File: src/rtl/tcw_pkg.sv
// Package: field widths, codes and result type of the text console writer
`default_nettype none

package tcw_pkg;

	localparam int COLS_DEF = 80;
	localparam int ROWS_DEF = 25;

	localparam int OP_W   = 2;
	localparam int CHAR_W = 8;
	localparam int ATTR_W = 8;
	localparam int IDX_W  = 11;
	localparam int POS_W  = 11;
	localparam int LINE_W = 5;
	localparam int COL_W  = 7;
	localparam int CELL_W = CHAR_W + ATTR_W;

	localparam logic [OP_W-1:0] OP_PUT   = 2'd0;
	localparam logic [OP_W-1:0] OP_CLEAR = 2'd1;
	localparam logic [OP_W-1:0] OP_READ  = 2'd2;

	localparam logic [CHAR_W-1:0] CH_NEWLINE   = 8'd10;
	localparam logic [CHAR_W-1:0] CH_BACKSPACE = 8'd8;
	localparam logic [CHAR_W-1:0] CH_BLANK     = 8'd32;

	typedef struct packed {
		logic [POS_W-1:0]  cursor_pos;
		logic [LINE_W-1:0] cursor_line;
		logic [COL_W-1:0]  cursor_column;
		logic [CHAR_W-1:0] read_char;
		logic [ATTR_W-1:0] read_attr;
	} tcw_result_t;

endpackage

`default_nettype wire

File: src/rtl/tcw_outreg.sv
// Result register: holds one transaction until the consumer takes it
`default_nettype none

module tcw_outreg import tcw_pkg::*; (
	input  wire logic        clk,
	input  wire logic        arst_n,
	input  wire logic        load,
	input  wire tcw_result_t res_in,
	input  wire logic        out_stall,
	output logic             out_valid,
	output tcw_result_t      res_out,
	output logic             free
);

	logic valid_q;

	// free: empty now, or drained at this edge
	assign free      = !valid_q || !out_stall;
	assign out_valid = valid_q;

	always_ff @(posedge clk or negedge arst_n) begin
		if (!arst_n) begin
			valid_q <= 1'b0;
		end else if (load) begin
			valid_q <= 1'b1;
		end else if (!out_stall) begin
			valid_q <= 1'b0;
		end
	end

	always_ff @(posedge clk) begin
		if (load) begin
			res_out <= res_in;
		end
	end

endmodule

`default_nettype wire

File: config.mk
export PLATFORM = sky130hd
export DESIGN_NAME = tcw_outreg
export DESIGN_NICKNAME = d
export VERILOG_FILES = /design/src/rtl/tcw_pkg.sv /design/src/rtl/tcw_outreg.sv
export SDC_FILE = /design/constraint.sdc
export NUM_CORES = 1
export LEC_CHECK = 0
export BUFFER_PORTS_ARGS = -buffer_cell sky130_fd_sc_hd__buf_4
export CAP_MARGIN = 20
export CORE_AREA = 2 2 59 61
export DETAILED_ROUTE_END_ITERATION = 7
export DIE_AREA = 0 0 61 63
export PLACE_DENSITY = 0.75
export SYNTH_ARGS = -nofsm -noshare
export SYNTH_HDL_FRONTEND = slang
export SYNTH_SLANG_ARGS = --single-unit
export TNS_END_PERCENT = 50
File: constraint.sdc
create_clock -name clk -period 0.8 [get_ports clk]
set_input_delay 0.04 -clock clk [delete_from_list [all_inputs] [get_ports clk]]
set_output_delay 0.04 -clock clk [all_outputs]
set_load 0.01 [all_outputs]
==> metrics.txt <==
drt via density=4.46; root buffer selected by CTS=clkbuf_4; IO Count=84; first-pass GRT wire length=5570 um; unrepaired setup endpoints after global routing=true; R2R setup slack=60 ps; gr ovfl total=0; largest net degree at the start of global routing=22; I/O Buffers=83; Routed WL=4100 um; Clk Latency, worst-skew pair=360 ps; Max Slew Vio Count=0; VDD IR max=1.32 mV; Final Setup Violations=41; Rows=21; max-cap violations=0; Crit Path Class=flop to output port; Synth Register Bits=40; crit path to=free; Initial Utilization=0.374; share of the synthesized area in the top cell type=0.970; Worst-path clk slew=130 ps; die area=3840 um2; total track usage=0.217; Data required, critical path=760 ps; total core area=3230 um2; Crit path max-delay family=flip-flops; Buf+Inv Stages, Crit Path=1; Final WS setup=-251 ps; Detailed Routing Iterations Pass 1=4; commonest non-fill, non-tap cells in the layout=buf_4 (45), dlygate4sd3_1 (42), edfxtp_1 (39), buf_6 (38), clkbuf_4 (5); Synth area leaders=edfxtp_1 (97%), dfrtp_1 (2.1%), a21o_1 (0.62%), nand2_1 (0.31%); fin crit share=1.31; Final Wtd Congestion=0.665; vias in the first global route=1089; Pleak=1.08 nW; die height=63 um; Inserted Clock Buffers=5; Synthesis Warnings=0; max incr delay on CP=450 ps; DRT iter0 DRCs=39; hpwl dp=1870 um; Avg Inst Size Synth=28.7 um2; # diodes=0; layout cells sized above 1=0.520; syn_nets=85; failing checks=negative setup slack; antenna violations before repair=0; clock skew=0 ps; worst-margin pin slew=162 ps; CTS max path bufs=2; Vias=995; Slowest-stage cell, CP=dfrtp_1; Yosys cell types=4; Seq/Total Area, Yosys=0.991; clock tree sinks=40; min Tclk post-route=1050 ps; final-layout fill cell count=177; slew margin rel.=0.892; Final nets=219; RR Startpoint=out_valid$_DFFE_PN0P_; H-tree Lvls=2; worst path arrival time=1010 ps; CP Cell Sequence=nand2_2 > buf_6; area leader, netlist=edfxtp_1; Post-CTS Setup Inserts=0; Critical R2R Capture=out_valid$_DFFE_PN0P_; CP Capture Type=output port; Power Dens Cells=1850 nW/um2; Reg2Reg Depth=1; Hold Path Class=input pin to flop; Final ANT Viol Nets=0; WL per Instance=18.4 um; Post-route DRC=0; status=complete, but fails checks; synthesized area=1210 um2; endpoints failing hold=0; area added between synthesis and finish=113%; Max Clock Freq=952 MHz; most common cell after layout, fill and taps aside=buf_4; die width=61 um; synthesized instance count=42; CP Max Fanout=3; WHS=86.6 ps; Startpoint Class=flop; fin util=0.795; Critical Path Stages=2; CP startpoint=out_valid$_DFFE_PN0P_; TritonCTS clock tree=built
==> per-stage QoR <==
stage                     worst slack, ps  power, mW  area [um2]  instances  TNS [ps]
after floorplan                       124       2.67        1210         42         0
after global placement                161       3.12        1930        173         0
after detailed placement              153       3.14        1930        173         0
after CTS                            -195       4.65        2510        222     -5930
after global routing                 -268       4.90        2570        223     -7730
final                                -251       4.75        2570        223     -6250
==> repair_timing <==
item | CTS | global route
pin swaps | 0 | 1
hold buffers | 41 | 1
endpoints found under the setup margin | 41 | 41
hold endpoints to repair | 41 | 1
gates resized for setup | 25 | 14
==> cells in the mapped netlist <==
master	number
dfrtp_1	1
a21o_1	1
nand2_1	1
edfxtp_1	39
==> kinds of logic after synthesis <==
family             count (synthesis)  share of synthesized area
DFF                               40                      0.991
and+or+nand+nor                    1                    0.00311
AOI/OAI and AO/OA                  1                    0.00622
==> power by group <==
part	internal (mW)	switching, mW
clock	0.639	0.697
sequential	2.48	0.0936
combinational	0.560	0.278
total	3.68	1.07
==> layer usage <==
layer | global-route usage | vias to the layer above | wire, um
met3 | 0.0994 | 13 | 387
li1 | - | 438 | -
met2 | 0.376 | 72 | 2120
met1 | 0.216 | 472 | 1480
met4 | 0.0897 | 0 | 107
met5 | 0 | - | 0
==> registers in the layout, summed over array words and instances, names as in the netlist <==
register	flops
out_valid	1
res_out	39
==> layout make-up <==
class / instances / area [um2] / area share
Multi-Input combinational cell: 2 / 13.8 / 0.00536
Clock buffer: 5 / 37.5 / 0.0146
Timing Repair Buffer: 127 / 1230 / 0.477
Clock inverter: 3 / 37.5 / 0.0146
Sequential cell: 40 / 1200 / 0.466
Tap cell: 46 / 57.6 / 0.0224
==> worst min path at each step <==
stage	depth (start not counted)	from	endpoint	slack [ps]
floorplan	0	arst_n	out_valid$_DFFE_PN0P_	-260
global placement	1	arst_n	out_valid$_DFFE_PN0P_	-180
detailed placement	1	arst_n	out_valid$_DFFE_PN0P_	-180
CTS	2	out_stall	out_valid$_DFFE_PN0P_	-120
global route	2	load	res_out[0]$_DFFE_PP_	90
finish	2	load	res_out[22]$_DFFE_PP_	90
(Power assumes the default switching activity.)
