[config.mk]
export PLATFORM = sky130hd
export DESIGN_NAME = tcw_seq
export DESIGN_NICKNAME = d
export VERILOG_FILES = /design/src/rtl/tcw_pkg.sv /design/src/rtl/tcw_seq.sv
export SDC_FILE = /design/constraint.sdc
export NUM_CORES = 1
export LEC_CHECK = 0
export BUFFER_PORTS_ARGS = -buffer_cell sky130_fd_sc_hd__buf_4
export CAP_MARGIN = 20
export CORE_ASPECT_RATIO = 2
export CORE_MARGIN = 4
export CORE_UTILIZATION = 55
export DETAILED_ROUTE_END_ITERATION = 12
export PLACE_DENSITY = 0.78
export SETUP_SLACK_MARGIN = 0.5
export SLEW_MARGIN = 20
export SYNTH_ARGS = -nofsm -noshare
export SYNTH_HDL_FRONTEND = slang
export SYNTH_SLANG_ARGS = --single-unit
[constraint.sdc]
create_clock -name clk -period 5.9 [get_ports clk]
set_input_delay 0.885 -clock clk [delete_from_list [all_inputs] [get_ports clk]]
set_output_delay 0.885 -clock clk [all_outputs]
set_load 0.02 [all_outputs]
[src/rtl/tcw_pkg.sv]
// Package: field widths, codes and result type of the text console writer
`default_nettype none

package tcw_pkg;

	localparam int COLS_DEF = 80;
	localparam int ROWS_DEF = 25;

	localparam int OP_W   = 2;
	localparam int CHAR_W = 8;
	localparam int ATTR_W = 8;
	localparam int IDX_W  = 11;
	localparam int POS_W  = 11;
	localparam int LINE_W = 5;
	localparam int COL_W  = 7;
	localparam int CELL_W = CHAR_W + ATTR_W;

	localparam logic [OP_W-1:0] OP_PUT   = 2'd0;
	localparam logic [OP_W-1:0] OP_CLEAR = 2'd1;
	localparam logic [OP_W-1:0] OP_READ  = 2'd2;

	localparam logic [CHAR_W-1:0] CH_NEWLINE   = 8'd10;
	localparam logic [CHAR_W-1:0] CH_BACKSPACE = 8'd8;
	localparam logic [CHAR_W-1:0] CH_BLANK     = 8'd32;

	typedef struct packed {
		logic [POS_W-1:0]  cursor_pos;
		logic [LINE_W-1:0] cursor_line;
		logic [COL_W-1:0]  cursor_column;
		logic [CHAR_W-1:0] read_char;
		logic [ATTR_W-1:0] read_attr;
	} tcw_result_t;

endpackage

`default_nettype wire

[src/rtl/tcw_seq.sv]
// Sequencer: cursor, item decode and read-modify-write sweeps over the cell RAM
`default_nettype none

module tcw_seq import tcw_pkg::*; #(
	parameter int COLS = COLS_DEF,
	parameter int ROWS = ROWS_DEF,
	localparam int CELLS = ROWS * COLS,
	localparam int AW = $clog2(CELLS)
) (
	input  wire logic              clk,
	input  wire logic              arst_n,
	input  wire logic              in_valid,
	output logic                   in_stall,
	input  wire logic [OP_W-1:0]   operation,
	input  wire logic [CHAR_W-1:0] char_code,
	input  wire logic [ATTR_W-1:0] attr,
	input  wire logic [IDX_W-1:0]  cell_index,
	input  wire logic              out_free,
	output logic                   load,
	output tcw_result_t            res,
	output logic                   mem_we,
	output logic [AW-1:0]          mem_waddr,
	output logic [CELL_W-1:0]      mem_wdata,
	output logic                   mem_re,
	output logic [AW-1:0]          mem_raddr,
	input  wire logic [CELL_W-1:0] mem_rdata
);

	localparam int LW = $clog2(ROWS);
	localparam int CW = $clog2(COLS + 1);

	localparam logic [AW-1:0] LAST_CELL  = AW'(CELLS - 1);
	localparam logic [AW-1:0] ROW1_START = AW'(COLS);
	localparam logic [AW-1:0] BOTTOM_ROW = AW'((ROWS - 1) * COLS);
	localparam logic [LW-1:0] BOT_LINE   = LW'(ROWS - 1);
	localparam logic [CW-1:0] COL_WRAP   = CW'(COLS);

	localparam logic [2:0] ST_INIT  = 3'd0;
	localparam logic [2:0] ST_IDLE  = 3'd1;
	localparam logic [2:0] ST_EXEC  = 3'd2;
	localparam logic [2:0] ST_RDW   = 3'd3;
	localparam logic [2:0] ST_COPY  = 3'd4;
	localparam logic [2:0] ST_BLANK = 3'd5;
	localparam logic [2:0] ST_PUTW  = 3'd6;

	logic [2:0]        state_q, state_d;
	logic [AW-1:0]     sweep_q, sweep_d;
	logic [LW-1:0]     line_q, line_d;
	logic [CW-1:0]     col_q, col_d;
	logic              cp_pend_s1, cp_pend_d;
	logic [AW-1:0]     cp_addr_s1, cp_addr_d;
	logic [OP_W-1:0]   op_q;
	logic [CHAR_W-1:0] ch_q;
	logic [ATTR_W-1:0] attr_q;
	logic [IDX_W-1:0]  idx_q;

	logic              accept;
	logic              rd_hit;
	logic              line_last;
	logic              idx_ok;
	logic [AW-1:0]     row_base;
	logic [CELL_W-1:0] blank_cell;
	logic [CELL_W-1:0] char_cell;
	logic [31:0]       pos_full;

	assign in_stall   = (state_q != ST_IDLE);
	assign accept     = in_valid && !in_stall;
	assign line_last  = (line_q == BOT_LINE);
	assign idx_ok     = (32'(idx_q) < 32'(CELLS));
	assign row_base   = AW'(32'(line_q) * 32'(COLS));
	assign blank_cell = {attr_q, CH_BLANK};
	assign char_cell  = {attr_q, ch_q};

	always_comb begin
		state_d   = state_q;
		sweep_d   = sweep_q;
		line_d    = line_q;
		col_d     = col_q;
		cp_pend_d = 1'b0;
		cp_addr_d = cp_addr_s1;
		mem_we    = 1'b0;
		mem_waddr = sweep_q;
		mem_wdata = blank_cell;
		mem_re    = 1'b0;
		mem_raddr = AW'(idx_q);
		load      = 1'b0;
		rd_hit    = 1'b0;

		case (state_q)
			ST_INIT: begin
				// reset pass: whole store to space with attribute zero
				mem_we    = 1'b1;
				mem_wdata = {ATTR_W'(0), CH_BLANK};
				if (sweep_q == LAST_CELL) begin
					state_d = ST_IDLE;
				end else begin
					sweep_d = sweep_q + AW'(1);
				end
			end
			ST_IDLE: begin
				if (in_valid) begin
					state_d = ST_EXEC;
				end
			end
			ST_EXEC: begin
				if (out_free) begin
					case (op_q)
						OP_PUT: begin
							if (ch_q == CH_NEWLINE) begin
								col_d = '0;
								if (line_last) begin
									sweep_d = ROW1_START;
									state_d = ST_COPY;
								end else begin
									line_d  = line_q + LW'(1);
									load    = 1'b1;
									state_d = ST_IDLE;
								end
							end else if (ch_q == CH_BACKSPACE) begin
								if (col_q != '0) begin
									col_d     = col_q - CW'(1);
									mem_we    = 1'b1;
									mem_waddr = row_base + AW'(col_q) - AW'(1);
								end
								load    = 1'b1;
								state_d = ST_IDLE;
							end else if (col_q == COL_WRAP) begin
								col_d = '0;
								if (line_last) begin
									sweep_d = ROW1_START;
									state_d = ST_COPY;
								end else begin
									line_d    = line_q + LW'(1);
									col_d     = CW'(1);
									mem_we    = 1'b1;
									mem_waddr = row_base + AW'(COLS);
									mem_wdata = char_cell;
									load      = 1'b1;
									state_d   = ST_IDLE;
								end
							end else begin
								col_d     = col_q + CW'(1);
								mem_we    = 1'b1;
								mem_waddr = row_base + AW'(col_q);
								mem_wdata = char_cell;
								load      = 1'b1;
								state_d   = ST_IDLE;
							end
						end
						OP_CLEAR: begin
							line_d  = LW'(1);
							col_d   = '0;
							sweep_d = ROW1_START;
							state_d = ST_BLANK;
						end
						OP_READ: begin
							if (idx_ok) begin
								mem_re  = 1'b1;
								state_d = ST_RDW;
							end else begin
								load    = 1'b1;
								state_d = ST_IDLE;
							end
						end
						default: begin
							load    = 1'b1;
							state_d = ST_IDLE;
						end
					endcase
				end
			end
			ST_RDW: begin
				rd_hit  = 1'b1;
				load    = 1'b1;
				state_d = ST_IDLE;
			end
			ST_COPY: begin
				// read one row ahead, write back in the next cycle
				if (cp_pend_s1) begin
					mem_we    = 1'b1;
					mem_waddr = cp_addr_s1;
					mem_wdata = mem_rdata;
				end
				if (sweep_q != BOTTOM_ROW) begin
					mem_re    = 1'b1;
					mem_raddr = sweep_q + AW'(COLS);
					cp_pend_d = 1'b1;
					cp_addr_d = sweep_q;
					sweep_d   = sweep_q + AW'(1);
				end else begin
					state_d = ST_BLANK;
				end
			end
			ST_BLANK: begin
				mem_we = 1'b1;
				if (sweep_q == LAST_CELL) begin
					if (op_q == OP_PUT && ch_q != CH_NEWLINE) begin
						state_d = ST_PUTW;
					end else begin
						load    = 1'b1;
						state_d = ST_IDLE;
					end
				end else begin
					sweep_d = sweep_q + AW'(1);
				end
			end
			ST_PUTW: begin
				// character that forced the scroll, now at the bottom row
				col_d     = col_q + CW'(1);
				mem_we    = 1'b1;
				mem_waddr = row_base + AW'(col_q);
				mem_wdata = char_cell;
				load      = 1'b1;
				state_d   = ST_IDLE;
			end
			default: begin
				state_d = ST_IDLE;
			end
		endcase
	end

	assign pos_full          = 32'(line_d) * 32'(COLS) + 32'(col_d);
	assign res.cursor_pos    = pos_full[POS_W-1:0];
	assign res.cursor_line   = LINE_W'(line_d);
	assign res.cursor_column = COL_W'(col_d);
	assign res.read_char     = rd_hit ? mem_rdata[CHAR_W-1:0] : '0;
	assign res.read_attr     = rd_hit ? mem_rdata[CELL_W-1:CHAR_W] : '0;

	always_ff @(posedge clk or negedge arst_n) begin
		if (!arst_n) begin
			state_q    <= ST_INIT;
			sweep_q    <= '0;
			line_q     <= LW'(1);
			col_q      <= '0;
			cp_pend_s1 <= 1'b0;
		end else begin
			state_q    <= state_d;
			sweep_q    <= sweep_d;
			line_q     <= line_d;
			col_q      <= col_d;
			cp_pend_s1 <= cp_pend_d;
		end
	end

	always_ff @(posedge clk) begin
		cp_addr_s1 <= cp_addr_d;
		if (accept) begin
			op_q   <= operation;
			ch_q   <= char_code;
			attr_q <= attr;
			idx_q  <= cell_index;
		end
	end

endmodule

`default_nettype wire

==> impl_metrics.yaml <==
power:
  comb_power_share_pct: 56.3
  power.density_cell_area_nw_per_um2: 439
  clock_power_share_pct: 17.5
  switching_share_pct: 48.0
  fin_total_pwr_mw: 3.25
  net_switching_power_of_the_design_mw: 1.56
  portion_of_total_power_attributed_to_sequential_cells_pct: 26.2
  leakage_nw: 3.19
  cell_internal_pwr_mw: 1.69
  power.ir.vdd_worst_v: 0.000311
place:
  dp.final_hpwl_mm: 16.1
  routability_cong: 0.967
  place.port_buffers: 129
setup_path:
  cp_slowest_stage_delay_ns: 0.54
  end_kind: "output pin"
  timing.critical_path.slowest_stage_cell: "or3b_2"
  critical_path_buf_inv_count: 2
  ordered_cell_list_for_the_critical_path: "inv_1 -> ha_1 -> or3b_2 -> nor3_1 -> mux2i_1 -> o32ai_1 -> a21oi_1 -> o21ai_0 -> ha_1 -> a21o_1 -> nand3_2 -> nor3_1 -> o22a_1 -> a211oi_2 -> xnor2_1 -> buf_4"
  cp_top_delay_family: "compound AO/OA/AOI/OAI gates"
  critPathArrivalTime_ns: 4.38
  r2r_setup_slack_ns: 3.12
  timing.critical_path.required_ns: 5.02
  crit-reg2reg-launch: "ch_q[0]$_DFFE_PP_"
  reg2reg_depth: 8
  crit_path_max_fanout: 5
  reg2reg_to: "col_q[3]$_DFF_PN0_"
  critPathLaunchType: "flip-flop"
  critical_path_class: "reg -> out"
clock_network:
  number_of_levels_the_h_tree_was_split_into: 3
  cts_sinks: 67
  cts.reportedPaths.clkPinSlew_ns: 0.07
  tritoncts.num_buffers: 9
  worst_skew_pair.late_latency_ns: 0.34
  tritoncts_clock_tree: "done"
  clockBufferDepth: 2
  clock_tree.root_cell: "clkbuf_16"
routing:
  via_per_inst: 6.60
  first_pass_iters: 8
  drt.antenna.violating_nets: 0
  wl_per_cell_um: 23.0
  finalWirelength_mm: 21.8
  vias: 6227
  post-route-drc-count: 0
  number_of_drc_markers_after_the_initial_detailed_route_iteration: 790
synthesis:
  synth_nets: 771
  post-synth-top-count-cell: "nand2_1"
  number_of_synthesized_flops_with_an_enable_pin: 40
  postSynthCellCount: 686
  top_area_cells_in_the_synthesized_netlist: "edfxtp_1 (21%), dfrtp_1 (11%), ha_1 (6.9%)"
  synth-async-reset-ratio_pct: 40.3
  synthDominantAreaCellType: "edfxtp_1"
  yosysUniqueCellTypes: 82
  synthTopCellsByCount: "nand2_1 (69), o21ai_0 (61), a21oi_1 (57), nor2_1 (42), edfxtp_1 (40)"
  postSynthRegisterBits: 67
  yosysSeqAreaShare_pct: 32.3
  netlist.area_leader.share_pct: 20.7
  post_synth.cell_area_avg_um2: 8.47
  synth_area_um2: 5810
  synthesis.yosys.warnings: 0
  synthFlopType: "edfxtp_1"
timing:
  number_of_hold_violations_in_the_final_report: 0
  timing.clock.skew_ns: 0.00908
  setup-tns-final_ns: 0
  report.final.slew_viol_count: 0
  period_share_pct: 89.3
  fin_crit_ns: 5.27
  tightestPinTransition_ns: 0.817
  report.final.setup_viol: 0
  worst_slew_margin_rel_pct: 44.9
  fmaxAchievable_mhz: 190
  rsz0062_at_grt: "false"
global_route:
  globalRouteMet3Util_pct: 7.18
  initial_antenna_violation_count: 0
  groute.layer.met2.usage_pct: 62.2
  grt.met1_usage_pct: 35.9
  global_route.peak_usage_layer: "met2"
  grt_util_all_layers_pct: 35.0
  grt_pass1_vias: 6113
  grt_max_degree: 35
  gr_ovfl_total: 0
  grt_first_pass_wirelength_mm: 32.9
floorplanning:
  num_rows: 52
  floorplan.core_area_um2: 10200
  die-area_um2: 12400
  floorplan.io_pins: 130
  chipHeight_um: 153
  start_util_pct: 56.9
  die_w_um: 80.7
cells_and_area:
  antenna-diode-count: 0
  layout-drive-gt1-share_pct: 27.9
  fin_nets: 889
  utilization_pct: 72.6
  layout-area-overhead-vs-synth_pct: 27.5
run_status:
  outcome: "completed"
hold_path:
  holdCritPathClass: "in -> async"
flow_run:
  cap_violations: 0
[cells in the final DEF, fill, tap and decap left out, types with 6 or more instances in the layout]
cell / netlist / final
inv_1: 19 / 18
a31oi_1: 18 / 16
dfrtp_1: 26 / 22
ha_1: 32 / 30
o22ai_1: 8 / 8
nand3_1: 21 / 19
clkbuf_16: 0 / 9
a31o_2: 6 / 6
nand2b_1: 8 / 8
nor2b_1: 13 / 12
and3_1: 23 / 22
o21ai_0: 61 / 58
nor2_1: 42 / 41
edfxtp_1: 40 / 40
a21o_1: 6 / 6
buf_4: 4 / 152
xor2_1: 10 / 10
a22oi_1: 11 / 11
nor3_1: 15 / 12
and2_1: 7 / 7
a21oi_1: 57 / 56
xnor2_1: 15 / 15
mux2i_1: 9 / 9
or3_1: 9 / 9
a211oi_1: 9 / 8
nand2_1: 69 / 68
a22o_1: 9 / 9
[worst max-delay path by stage]
stage	end	start	depth (start not counted)	slack (ns)
2_1_floorplan	res[38]	col_q[0]$_DFF_PN0_	16	0.55
3_3_place_gp	res[38]	col_q[0]$_DFF_PN0_	16	0.74
3_5_place_dp	res[38]	col_q[0]$_DFF_PN0_	16	0.50
4_1_cts	res[38]	col_q[1]$_DFF_PN0_	17	0.51
5_1_grt	res[38]	ch_q[0]$_DFFE_PP_	14	0.24
6_report	res[38]	col_q[0]$_DFF_PN0_	16	0.63
[area by class of cell]
| class | instances | area [um^2] |
|---|---|---|
| inverters | 19 | 71.3 |
| fillers | 814 | 2800 |
| flip-flops and latches | 67 | 1880 |
| well taps | 135 | 169 |
| clock inverters | 6 | 71.3 |
| repair buffers | 153 | 1150 |
| multi-input cells | 554 | 3830 |
| clock buffers | 10 | 239 |
[state kept, by name (all words and copies together), names as in the netlist]
register,count
cp_pend_s1,1
sweep_q,11
state_q,3
cp_addr_s1,11
attr_q,8
ch_q,8
idx_q,11
col_q,7
op_q,2
line_q,5
[through the flow]
step           hold WS [ns]  setup slack (ns)  instances  instance area (um^2)
4_1_cts               0.497             0.508        936                  7250
6_report              0.481             0.633        944                  7410
2_1_floorplan         0.423             0.549        686                  5820
5_1_grt               0.507             0.239        944                  7410
3_5_place_dp          0.585             0.499        919                  6880
3_3_place_gp          0.577             0.742        919                  6880
[layer usage]
metal	wire, um	vias to the layer above	part of all wire [%]
met5	0	-	0
met4	1430	0	6.6
met3	1320	104	6.0
met2	11600	361	54
met1	7370	2948	34
li1	-	2814	-
[kinds of logic (layout without fill, tap and decap cells)]
family,after synthesis,in the layout,synth area share (%)
compound gates,237,237,26.6
xor+xnor,27,27,4.54
fa+ha+maj,36,36,8.27
buf+inv,65,188,4.54
flops,67,67,32.3
mux,11,11,1.94
simple gates,243,243,21.8
[power groups by stage]
stage,Sequential [mW],Combinational (mW),Clock (mW)
after floorplan,0.727,1.21,0
after global placement,0.836,1.70,0
after detailed placement,0.849,1.73,0
after CTS,0.845,1.75,0.567
after global routing,0.869,1.97,0.590
final,0.852,1.83,0.568
[what timing repair did]
action	in CTS	in global routing
buffers inserted	1	7
setup endpoints to repair	1	1
pin swaps	3	4
gates cloned	0	0
hold buffers	0	0
gates resized for setup	12	22
No activity file was read; power rests on OpenSTA's default activity.
